==> src/hdl/csm_pkg.sv <==
// Package for the cell stack with in-stack marks.
// Holds field widths, default sizes, request and status codes, controller
// states and the command and flag bundles shared by the controller and datapath.
package csm_pkg;

  // Default sizes handed to the top-level parameters.
  localparam int DefStackDepth = 256;
  localparam int DefMazeDim    = 16;

  // Fixed field widths of the stream words.
  localparam int RowW     = 4;
  localparam int ColW     = 4;
  localparam int IdxW     = 8;
  localparam int SizeW    = 9;
  localparam int ReqW     = 2;
  localparam int StatW    = 3;
  localparam int InDataW  = 24;
  localparam int OutDataW = 24;

  // Request kinds carried on the input tuser.
  typedef enum logic [ReqW-1:0] {
    REQ_PUSH   = 2'd0,
    REQ_POP    = 2'd1,
    REQ_REMOVE = 2'd2,
    REQ_NOP    = 2'd3
  } req_e;

  // Result status codes.
  typedef enum logic [StatW-1:0] {
    ST_DONE  = 3'd0,
    ST_FULL  = 3'd1,
    ST_EMPTY = 3'd2,
    ST_DUP   = 3'd3,
    ST_INDEX = 3'd4
  } status_e;

  // Controller states.
  typedef enum logic [2:0] {
    S_IDLE,
    S_EXEC,
    S_READ,
    S_SHIFT,
    S_RESULT
  } state_e;

  // Read address sources of the stack memory.
  typedef enum logic [1:0] {
    RD_TOP,
    RD_INDEX,
    RD_PTR1,
    RD_PTR2
  } rd_sel_e;

  // Commands from the controller to the datapath.
  typedef struct packed {
    logic    load_req;
    logic    rd_en;
    rd_sel_e rd_sel;
    logic    ptr_load;
    logic    set_status;
    status_e status_code;
    logic    push_store;
    logic    push_mark;
    logic    capture_out;
    logic    clear_solve;
    logic    shift_write;
    logic    dec_count;
    logic    load_out;
  } cmd_t;

  // Status flags from the datapath to the controller.
  typedef struct packed {
    req_e req;
    logic empty;
    logic full;
    logic dup;
    logic idx_big;
    logic more1;
    logic more2;
    logic out_free;
  } flags_t;

endpackage

==> src/hdl/csm_ctrl.sv <==
// Controller state machine of the cell stack.
// Depends on csm_pkg for states, request and status codes and the command bundle.
module csm_ctrl
  import csm_pkg::*;
(
  input  logic   clk_i,
  input  logic   rst_ni,
  input  logic   s_valid_i,
  output logic   s_ready_o,
  input  flags_t flags_i,
  output cmd_t   cmd_o
);

  state_e state_q, state_d;

  // State register.
  always_ff @(posedge clk_i or negedge rst_ni) begin
    if (!rst_ni) begin
      state_q <= S_IDLE;
    end else begin
      state_q <= state_d;
    end
  end

  assign s_ready_o = (state_q == S_IDLE);

  // Next state and commands.
  always_comb begin
    state_d = state_q;
    cmd_o   = '0;
    unique case (state_q)
      S_IDLE: begin
        if (s_valid_i) begin
          cmd_o.load_req = 1'b1;
          state_d        = S_EXEC;
        end
      end
      S_EXEC: begin
        cmd_o.set_status  = 1'b1;
        cmd_o.status_code = ST_DONE;
        state_d           = S_RESULT;
        unique case (flags_i.req)
          REQ_PUSH: begin
            cmd_o.push_mark = 1'b1;
            if (flags_i.full) begin
              cmd_o.status_code = ST_FULL;
            end else if (flags_i.dup) begin
              cmd_o.status_code = ST_DUP;
            end else begin
              cmd_o.push_store = 1'b1;
            end
          end
          REQ_POP: begin
            if (flags_i.empty) begin
              cmd_o.status_code = ST_EMPTY;
            end else begin
              cmd_o.rd_en  = 1'b1;
              cmd_o.rd_sel = RD_TOP;
              state_d      = S_READ;
            end
          end
          REQ_REMOVE: begin
            if (flags_i.empty) begin
              cmd_o.status_code = ST_EMPTY;
            end else if (flags_i.idx_big) begin
              cmd_o.status_code = ST_INDEX;
            end else begin
              cmd_o.rd_en    = 1'b1;
              cmd_o.rd_sel   = RD_INDEX;
              cmd_o.ptr_load = 1'b1;
              state_d        = S_READ;
            end
          end
          REQ_NOP: begin
            cmd_o.status_code = ST_DONE;
          end
          default: begin
            cmd_o.status_code = ST_DONE;
          end
        endcase
      end
      S_READ: begin
        // The read word is the popped or removed cell.
        cmd_o.capture_out = 1'b1;
        if (flags_i.req == REQ_POP) begin
          cmd_o.clear_solve = 1'b1;
          cmd_o.dec_count   = 1'b1;
          state_d           = S_RESULT;
        end else if (flags_i.more1) begin
          cmd_o.rd_en  = 1'b1;
          cmd_o.rd_sel = RD_PTR1;
          state_d      = S_SHIFT;
        end else begin
          cmd_o.dec_count = 1'b1;
          state_d         = S_RESULT;
        end
      end
      S_SHIFT: begin
        // Move one entry down per cycle while the next one is fetched.
        cmd_o.shift_write = 1'b1;
        if (flags_i.more2) begin
          cmd_o.rd_en  = 1'b1;
          cmd_o.rd_sel = RD_PTR2;
        end else begin
          cmd_o.dec_count = 1'b1;
          state_d         = S_RESULT;
        end
      end
      S_RESULT: begin
        if (flags_i.out_free) begin
          cmd_o.load_out = 1'b1;
          state_d        = S_IDLE;
        end
      end
      default: begin
        state_d = S_IDLE;
      end
    endcase
  end

endmodule

==> src/hdl/csm_datapath.sv <==
// Datapath of the cell stack: request registers, stack memory, count, shift
// pointer, the two mark maps and the output word register. Depends on csm_pkg.
module csm_datapath
  import csm_pkg::*;
#(
  parameter int STACK_DEPTH = DefStackDepth,
  parameter int MAZE_DIM    = DefMazeDim
) (
  input  logic                clk_i,
  input  logic                rst_ni,
  input  req_e                req_type_i,
  input  logic [RowW-1:0]     cell_row_i,
  input  logic [ColW-1:0]     cell_column_i,
  input  logic                generating_mode_i,
  input  logic [IdxW-1:0]     remove_index_i,
  input  cmd_t                cmd_i,
  output flags_t              flags_o,
  output logic                m_valid_o,
  input  logic                m_ready_i,
  output logic [OutDataW-1:0] m_data_o
);

  localparam int AW      = (STACK_DEPTH > 1) ? $clog2(STACK_DEPTH) : 1;
  localparam int CW      = $clog2(STACK_DEPTH + 1);
  localparam int EffDim  = (MAZE_DIM < (1 << RowW)) ? MAZE_DIM : (1 << RowW);
  localparam int MapSize = EffDim * EffDim;
  localparam int SW      = $clog2(MapSize);
  localparam int PadW    = OutDataW - (RowW + ColW + StatW + SizeW + 2);

  // Request registers.
  req_e            req_q;
  logic [RowW-1:0] row_q;
  logic [ColW-1:0] col_q;
  logic            gen_q;
  logic [IdxW-1:0] idx_q;

  always_ff @(posedge clk_i) begin
    if (cmd_i.load_req) begin
      req_q <= req_type_i;
      row_q <= cell_row_i;
      col_q <= cell_column_i;
      gen_q <= generating_mode_i;
      idx_q <= remove_index_i;
    end
  end

  // Stack memory: one write and one registered read per cycle.
  logic [RowW+ColW-1:0] mem [STACK_DEPTH];
  logic [RowW+ColW-1:0] rdata_q;
  logic [AW-1:0]        rd_addr;
  logic [AW-1:0]        wr_addr;
  logic [RowW+ColW-1:0] wr_data;
  logic                 wr_en;
  logic [CW-1:0]        count_q, count_d;
  logic [AW-1:0]        ptr_q;

  always_comb begin
    unique case (cmd_i.rd_sel)
      RD_TOP:   rd_addr = AW'(count_q - 1'b1);
      RD_INDEX: rd_addr = AW'(idx_q);
      RD_PTR1:  rd_addr = ptr_q + AW'(1);
      RD_PTR2:  rd_addr = ptr_q + AW'(2);
      default:  rd_addr = ptr_q;
    endcase
  end

  assign wr_en   = cmd_i.push_store | cmd_i.shift_write;
  assign wr_addr = cmd_i.push_store ? AW'(count_q) : ptr_q;
  assign wr_data = cmd_i.push_store ? {row_q, col_q} : rdata_q;

  always_ff @(posedge clk_i) begin
    if (wr_en) begin
      mem[wr_addr] <= wr_data;
    end
    if (cmd_i.rd_en) begin
      rdata_q <= mem[rd_addr];
    end
  end

  // Entry count and shift pointer.
  always_comb begin
    count_d = count_q;
    if (cmd_i.push_store) begin
      count_d = count_q + 1'b1;
    end else if (cmd_i.dec_count) begin
      count_d = count_q - 1'b1;
    end
  end

  always_ff @(posedge clk_i or negedge rst_ni) begin
    if (!rst_ni) begin
      count_q <= '0;
    end else begin
      count_q <= count_d;
    end
  end

  always_ff @(posedge clk_i) begin
    if (cmd_i.ptr_load) begin
      ptr_q <= AW'(idx_q);
    end else if (cmd_i.shift_write) begin
      ptr_q <= ptr_q + AW'(1);
    end
  end

  // Mark maps, one bit per maze cell, cleared by reset.
  logic [MapSize-1:0] solve_q, build_q;
  logic               req_valid, pop_valid;
  logic [SW-1:0]      req_slot, pop_slot;
  logic [RowW-1:0]    pop_row;
  logic [ColW-1:0]    pop_col;

  assign pop_row   = rdata_q[RowW+ColW-1:ColW];
  assign pop_col   = rdata_q[ColW-1:0];
  assign req_valid = (32'(row_q) < MAZE_DIM) && (32'(col_q) < MAZE_DIM);
  assign pop_valid = (32'(pop_row) < MAZE_DIM) && (32'(pop_col) < MAZE_DIM);
  assign req_slot  = SW'(32'(row_q) * EffDim + 32'(col_q));
  assign pop_slot  = SW'(32'(pop_row) * EffDim + 32'(pop_col));

  always_ff @(posedge clk_i or negedge rst_ni) begin
    if (!rst_ni) begin
      solve_q <= '0;
      build_q <= '0;
    end else begin
      if (cmd_i.push_mark && req_valid) begin
        if (gen_q) begin
          build_q[req_slot] <= 1'b1;
        end else begin
          solve_q[req_slot] <= 1'b1;
        end
      end
      if (cmd_i.clear_solve && pop_valid) begin
        solve_q[pop_slot] <= 1'b0;
      end
    end
  end

  // Result fields of the item in progress.
  logic [RowW-1:0] res_row_q;
  logic [ColW-1:0] res_col_q;
  status_e         res_status_q;

  always_ff @(posedge clk_i) begin
    if (cmd_i.load_req) begin
      res_row_q <= '0;
      res_col_q <= '0;
    end else if (cmd_i.capture_out) begin
      res_row_q <= pop_row;
      res_col_q <= pop_col;
    end
    if (cmd_i.set_status) begin
      res_status_q <= cmd_i.status_code;
    end
  end

  // Output word register; it frees the controller for the next item.
  logic                m_valid_q;
  logic [OutDataW-1:0] m_data_q;
  logic                is_full, is_empty;

  assign is_full  = (count_q == CW'(STACK_DEPTH));
  assign is_empty = (count_q == '0);

  always_ff @(posedge clk_i or negedge rst_ni) begin
    if (!rst_ni) begin
      m_valid_q <= 1'b0;
    end else if (cmd_i.load_out) begin
      m_valid_q <= 1'b1;
    end else if (m_ready_i) begin
      m_valid_q <= 1'b0;
    end
  end

  always_ff @(posedge clk_i) begin
    if (cmd_i.load_out) begin
      m_data_q <= {{PadW{1'b0}}, is_empty, is_full, SizeW'(count_q),
                   res_status_q, res_col_q, res_row_q};
    end
  end

  assign m_valid_o = m_valid_q;
  assign m_data_o  = m_data_q;

  // Flags for the controller.
  always_comb begin
    flags_o          = '0;
    flags_o.req      = req_q;
    flags_o.empty    = is_empty;
    flags_o.full     = is_full;
    flags_o.dup      = gen_q && req_valid && build_q[req_slot];
    flags_o.idx_big  = (CW + IdxW)'(idx_q) >= (CW + IdxW)'(count_q);
    flags_o.more1    = ((CW + 1)'(ptr_q) + (CW + 1)'(1)) < (CW + 1)'(count_q);
    flags_o.more2    = ((CW + 1)'(ptr_q) + (CW + 1)'(2)) < (CW + 1)'(count_q);
    flags_o.out_free = !m_valid_q || m_ready_i;
  end

endmodule

==> src/hdl/cell_stack_with_marks_unit.sv <==
// Top level of the cell stack with in-stack marks.
// Depends on csm_pkg, csm_ctrl and csm_datapath.
//
// A bounded stack of maze cells with a solving-map and a generation-map mark
// per cell, driven by one request word and answering with one result word.
// Each request occupies the block from acceptance until its result is moved
// into the output register: a push, an ignored request or the unused request
// code passes through the execute and result states, a pop also through the
// read state, and a remove also through the read state and a shift state for
// each entry above the removed one. The stack memory with one write and one
// registered read per cycle moves one entry per cycle while the entries above
// the removed one shift down. The mark maps are flip-flops cleared by reset,
// so no clearing pass follows reset. The output register lets the next request
// be taken while a result still waits downstream.
module cell_stack_with_marks_unit
  import csm_pkg::*;
#(
  parameter int STACK_DEPTH = DefStackDepth,
  parameter int MAZE_DIM    = DefMazeDim
) (
  input  logic                clk_i,
  input  logic                rst_ni,
  input  logic                s_axis_tvalid_i,
  output logic                s_axis_tready_o,
  // [3:0] cell_row, [7:4] cell_column, [8] generating_mode,
  // [16:9] remove_index, [23:17] zero
  input  logic [InDataW-1:0]  s_axis_tdata_i,
  // [1:0] req_type
  input  logic [ReqW-1:0]     s_axis_tuser_i,
  output logic                m_axis_tvalid_o,
  input  logic                m_axis_tready_i,
  // [3:0] out_row, [7:4] out_column, [10:8] status, [19:11] stack_size,
  // [20] is_full, [21] is_empty, [23:22] zero
  output logic [OutDataW-1:0] m_axis_tdata_o
);

  cmd_t   cmd;
  flags_t flags;

  csm_ctrl u_ctrl (
    .clk_i     (clk_i),
    .rst_ni    (rst_ni),
    .s_valid_i (s_axis_tvalid_i),
    .s_ready_o (s_axis_tready_o),
    .flags_i   (flags),
    .cmd_o     (cmd)
  );

  csm_datapath #(
    .STACK_DEPTH (STACK_DEPTH),
    .MAZE_DIM    (MAZE_DIM)
  ) u_datapath (
    .clk_i             (clk_i),
    .rst_ni            (rst_ni),
    .req_type_i        (req_e'(s_axis_tuser_i)),
    .cell_row_i        (s_axis_tdata_i[3:0]),
    .cell_column_i     (s_axis_tdata_i[7:4]),
    .generating_mode_i (s_axis_tdata_i[8]),
    .remove_index_i    (s_axis_tdata_i[16:9]),
    .cmd_i             (cmd),
    .flags_o           (flags),
    .m_valid_o         (m_axis_tvalid_o),
    .m_ready_i         (m_axis_tready_i),
    .m_data_o          (m_axis_tdata_o)
  );

endmodule
==> config.mk <==
export PLATFORM = sky130hd
export DESIGN_NAME = cell_stack_with_marks_unit
export DESIGN_NICKNAME = d
export VERILOG_FILES = /design/src/hdl/csm_pkg.sv /design/src/hdl/csm_ctrl.sv /design/src/hdl/csm_datapath.sv /design/src/hdl/cell_stack_with_marks_unit.sv
export SDC_FILE = /design/constraint.sdc
export NUM_CORES = 2
export LEC_CHECK = 0
export BUFFER_PORTS_ARGS = -buffer_cell sky130_fd_sc_hd__clkbuf_2
export CAP_MARGIN = 20
export CELL_PAD_IN_SITES_DETAIL_PLACEMENT = 1
export CELL_PAD_IN_SITES_GLOBAL_PLACEMENT = 2
export CORE_ASPECT_RATIO = 2
export CORE_MARGIN = 2
export CORE_UTILIZATION = 41
export DETAILED_ROUTE_END_ITERATION = 12
export PLACE_DENSITY = 0.67
export SETUP_SLACK_MARGIN = 0.05
export SYNTH_ARGS = -nofsm -noshare
export SYNTH_HDL_FRONTEND = slang
export SYNTH_SLANG_ARGS = --single-unit
==> constraint.sdc <==
create_clock -name clk_i -period 6.62 [get_ports clk_i]
set_input_delay 0.662 -clock clk_i [delete_from_list [all_inputs] [get_ports clk_i]]
set_output_delay 0.662 -clock clk_i [all_outputs]
set_load 0.01 [all_outputs]
==> results.md <==
- Status: complete, no violations
- Final slew viol count: 0
- Netlist cell types: 90
- Share of layout cells above drive strength 1: 17.7%
- Compound-Gate Fraction of Synth Area: 8.02%
- Area occupied by registers: 70200 um^2
- CTS tree: built
- Pint: 34.4 mW
- Clk slew on worst S/H paths: 0.07 ns
- Initial DRC Count: 4289
- Mux share of post-synthesis cell area: 8.10%
- Die Y: 691 um
- Total negative slack: 0 ns
- WP buf/inv: 5
- FP Rows: 252
- Main flop type after synthesis: edfxtp_1
- Simple-gate area share of the yosys netlist: 8.44%
- Final hold violations: 0
- Slew @ Worst Pin: 1.25 ns
- Post-route DRC: 0
- Crit end category: register
- FFs w/ async S/R, synth: 11.3%
- Via Count: 58294
- GPL Wtd Cong: 0.881
- CP delay by family, top: compound AO/OA/AOI/OAI gates
- Req. time, crit path: 7.38 ns
- Synth area leader: edfxtp_1
- Flop pwr share: 31.7%
- Post-DP HPWL: 225 mm
- Worst skew pair latency: 0.89 ns
- Peak Freq: 0.157 GHz
- Number of port buffers: 46
- Fin nets: 6724
- Clock tree buffer depth: 4
- Power per standard cell area: 539 nW/um^2
- Crit Path Category: reg2reg
- Sw Ratio: 42.5%
- Post-synth top area share: 65.3%
- Post-synth EDFFs: 2108
- Largest family of logic cells by synthesized area: simple AND/OR/NAND/NOR gates
- WL met2: 180 mm
- Clk pwr share: 20.5%
- Die area: 240000 um^2
- WL/cell: 33.1 um
- CP peak stage delay: 0.71 ns
- Antenna violations before repair: 5
- Total gr overflow: 0
- Cell Chain, Critical Path: inv_1 > ha_1 > nand4b_1 > o21ai_0 > a211o_1 > nor2_1 > buf_4 > nor3_4 > a21oi_4 > buf_12 > buf_12 > buf_4 > mux2i_1 > a221oi_1 > a22oi_1 > and4_1 > a31oi_1 > or4_1
- Initial core utilization: 41.2%
- DR pass1 iterations: 6
- Switch Pwr: 25.4 mW
- Worst hold slack: 0.140 ns
- Crit path max fanout: 28
- Critical path depth in cells: 18
- Top Metal Used: met5
- Post-Layout Cell Count: 9875
- CORE AREA: 235000 um^2
- Register area share after synthesis: 72.4%
- Clock sink total: 2385
- R2R cell count: 18
- Adder-cell share of the synthesized area: 0.413%
- Mapped Cells: 6320
- Metal-1 WL: 112 mm
- Tmin final: 6.37 ns
- H-tree depth: 4
- Endpoints failing setup: 0
- Footprint of the multi-input gates: 24900 um^2
- Maxcap violations: 0
- Dpl cells: 9467
- Dpl ws: -0.184 ns
- I/O pin total: 56
- Num CTS Buffers: 211
- Hold depth: 3
- CTS Root Cell: clkbuf_16
- Area contributors post-synth: edfxtp_1 65%, dfrtp_1 6.9%, mux4_2 5.6%, nand2_1 3.0%, nand3_1 2.8%
- Syn-to-layout area delta: 14.5%
- Vias in the first global route: 62326
- Syn Std Cell Area: 96900 um^2
- Tcrit/Tclk final: 96.2%
- Setup WS post-layout: 0.250 ns
- DIE WIDTH: 348 um
- Max rail drop VDD: 656 uV
- Ys Warns: 0
- Pin count of the biggest net entering global routing: 158
- Max-slew headroom: 16.5%
- Crit path launch type: register
- Logic pwr share: 47.8%
- CP max-delay cell: a221oi_1
- Power Total: 59.8 mW
- GRT Overall Usage: 27.0%
- Pleak: 40.2 nW
- Worst Skew: 0.0550 ns
- Routed wl met3: 11.0 mm
- Vias per Instance: 5.90
- Final WL: 327 mm
- Crit path DAT: 7.13 ns
- Synth Area in XOR/XNOR: 0.226%
- First-pass GRT wire length: 464 mm
- Antenna viol nets, final: 0
- Hold crit path type: in2reg
- Average size of a mapped cell: 15.3 um^2
- Fill cell count: 22804
- Yosys reg bits: 2385
- RSZ-0062 raised after global routing: false
[synthesized netlist by cell type (107+ instances only)]
library cell and number:
a21o_1 320, a21oi_1 107, a31oi_1 125, buf_2 169, clkbuf_1 196, dfrtp_1 269, edfxtp_1 2108, mux2i_1 222
mux4_2 242, nand2_1 767, nand3_1 546, nor2_1 336
[registers in the layout, summed over array words and instances, names as in the netlist, 2 cells and up]
name                     flops
u_datapath.col_q             4
u_datapath.res_status_q      3
u_datapath.req_q             2
u_datapath.rdata_q           8
u_datapath.build_q         256
u_datapath.idx_q             8
u_datapath.ptr_q             8
u_datapath.count_q           9
u_datapath.res_row_q         4
u_datapath.m_data_o         22
u_datapath.row_q             4
u_ctrl.state_q               3
u_datapath.mem            2048
u_datapath.res_col_q         4
[worst reg2reg max path, delay by kind of cell (launching register included)]
kind	cells	cell delay (ns)
AOI/OAI and AO/OA	6	2.50
buffers and inverters	5	1.43
and+or+nand+nor	5	1.29
DFF	1	0.56
adders and majority gates	1	0.37
muxes	1	0.12
[through the flow]
step / area (um^2) / util, %
2_1_floorplan: 96900 / -
3_3_place_gp: 104000 / 44.2
3_5_place_dp: 104000 / 44.2
4_1_cts: 111000 / 47.1
5_1_grt: 111000 / 47.2
6_report: 111000 / 47.2
[routing by layer]
| layer | vias to the layer above | GRT usage, % |
|---|---|---|
| li1 | 25159 | - |
| met1 | 31036 | 28.5 |
| met2 | 1457 | 51.4 |
| met3 | 634 | 2.52 |
| met4 | 8 | 16.5 |
| met5 | - | 0 |
[final cells by class]
type / count / share of cell area (%)
sequential: 2385 / 63.3
multi-input combinational: 3440 / 22.5
clock buffer: 258 / 5.04
timing repair buffer: 580 / 4.68
tap: 3048 / 3.44
clock inverter: 117 / 0.906
inverter: 44 / 0.149
antenna: 3 / 0.00677
[layout by cell type (no fill, tap or decap), drive strengths merged, types with 16 or more instances in the layout]
master / count
nor2: 339
dfrtp: 269
dlygate4sd3: 20
a221oi: 64
inv: 45
nand4: 42
and2: 22
mux2: 16
nor3: 32
bufinv: 17
and3: 22
clkbuf: 304
nand2b: 20
a32oi: 37
a21o: 320
a211oi: 51
o21ai: 54
nand3: 547
a31oi: 131
o22ai: 23
o311ai: 27
a21oi: 109
edfxtp: 2108
nand2: 769
xnor2: 22
a22oi: 45
o2111ai: 46
mux4: 242
buf: 514
mux2i: 222
ha: 32
a311oi: 28
clkinv: 86
[worst paths after layout]
check / endpoint / from / slack, ns
worst max-delay path: u_datapath.rdata_q[0] / u_datapath.count_q[5] / 0.25
worst min-delay path: u_datapath.m_valid_o / m_axis_tready_i / 0.14
worst max register to register: u_datapath.rdata_q[0] / u_datapath.count_q[5] / 0.25
worst min register to register: u_datapath.m_data_o[5] / u_datapath.res_col_q[1] / 0.44
max in group asynchronous: u_datapath.count_q[0] / rst_ni / 4.64
min in group asynchronous: u_datapath.build_q[156] / rst_ni / 0.47
[cells by family (layout without fill, tap and decap cells)]
kind of cell,after synthesis,after routing
adders and majority gates,32,32
AOI/OAI and AO/OA,1050,1050
DFF,2385,2385
buffers and inverters,496,999
other,1,5
muxes,480,480
and+or+nand+nor,1851,1851
xor gates and xnor gates,25,25
[power by group through the flow]
stage               clock network (mW)  registers (mW)  logic (mW)
floorplan                            0            19.4        14.5
global placement                     0            19.3        28.1
detailed placement                   0            19.3        28.6
CTS                               12.4            19.0        28.7
global route                      12.9            19.0        29.8
finish                            12.3            19.0        28.6
[what timing repair did]
item | in CTS | in global routing
pin swaps | 0 | 0
setup endpoints to repair | 7 | 8
gates resized for setup | 1 | 2
endpoints found under the hold margin | 131 | 0
hold buffers | 20 | 0
setup buffers | 0 | 5
Power figures use the tool's default switching activity.
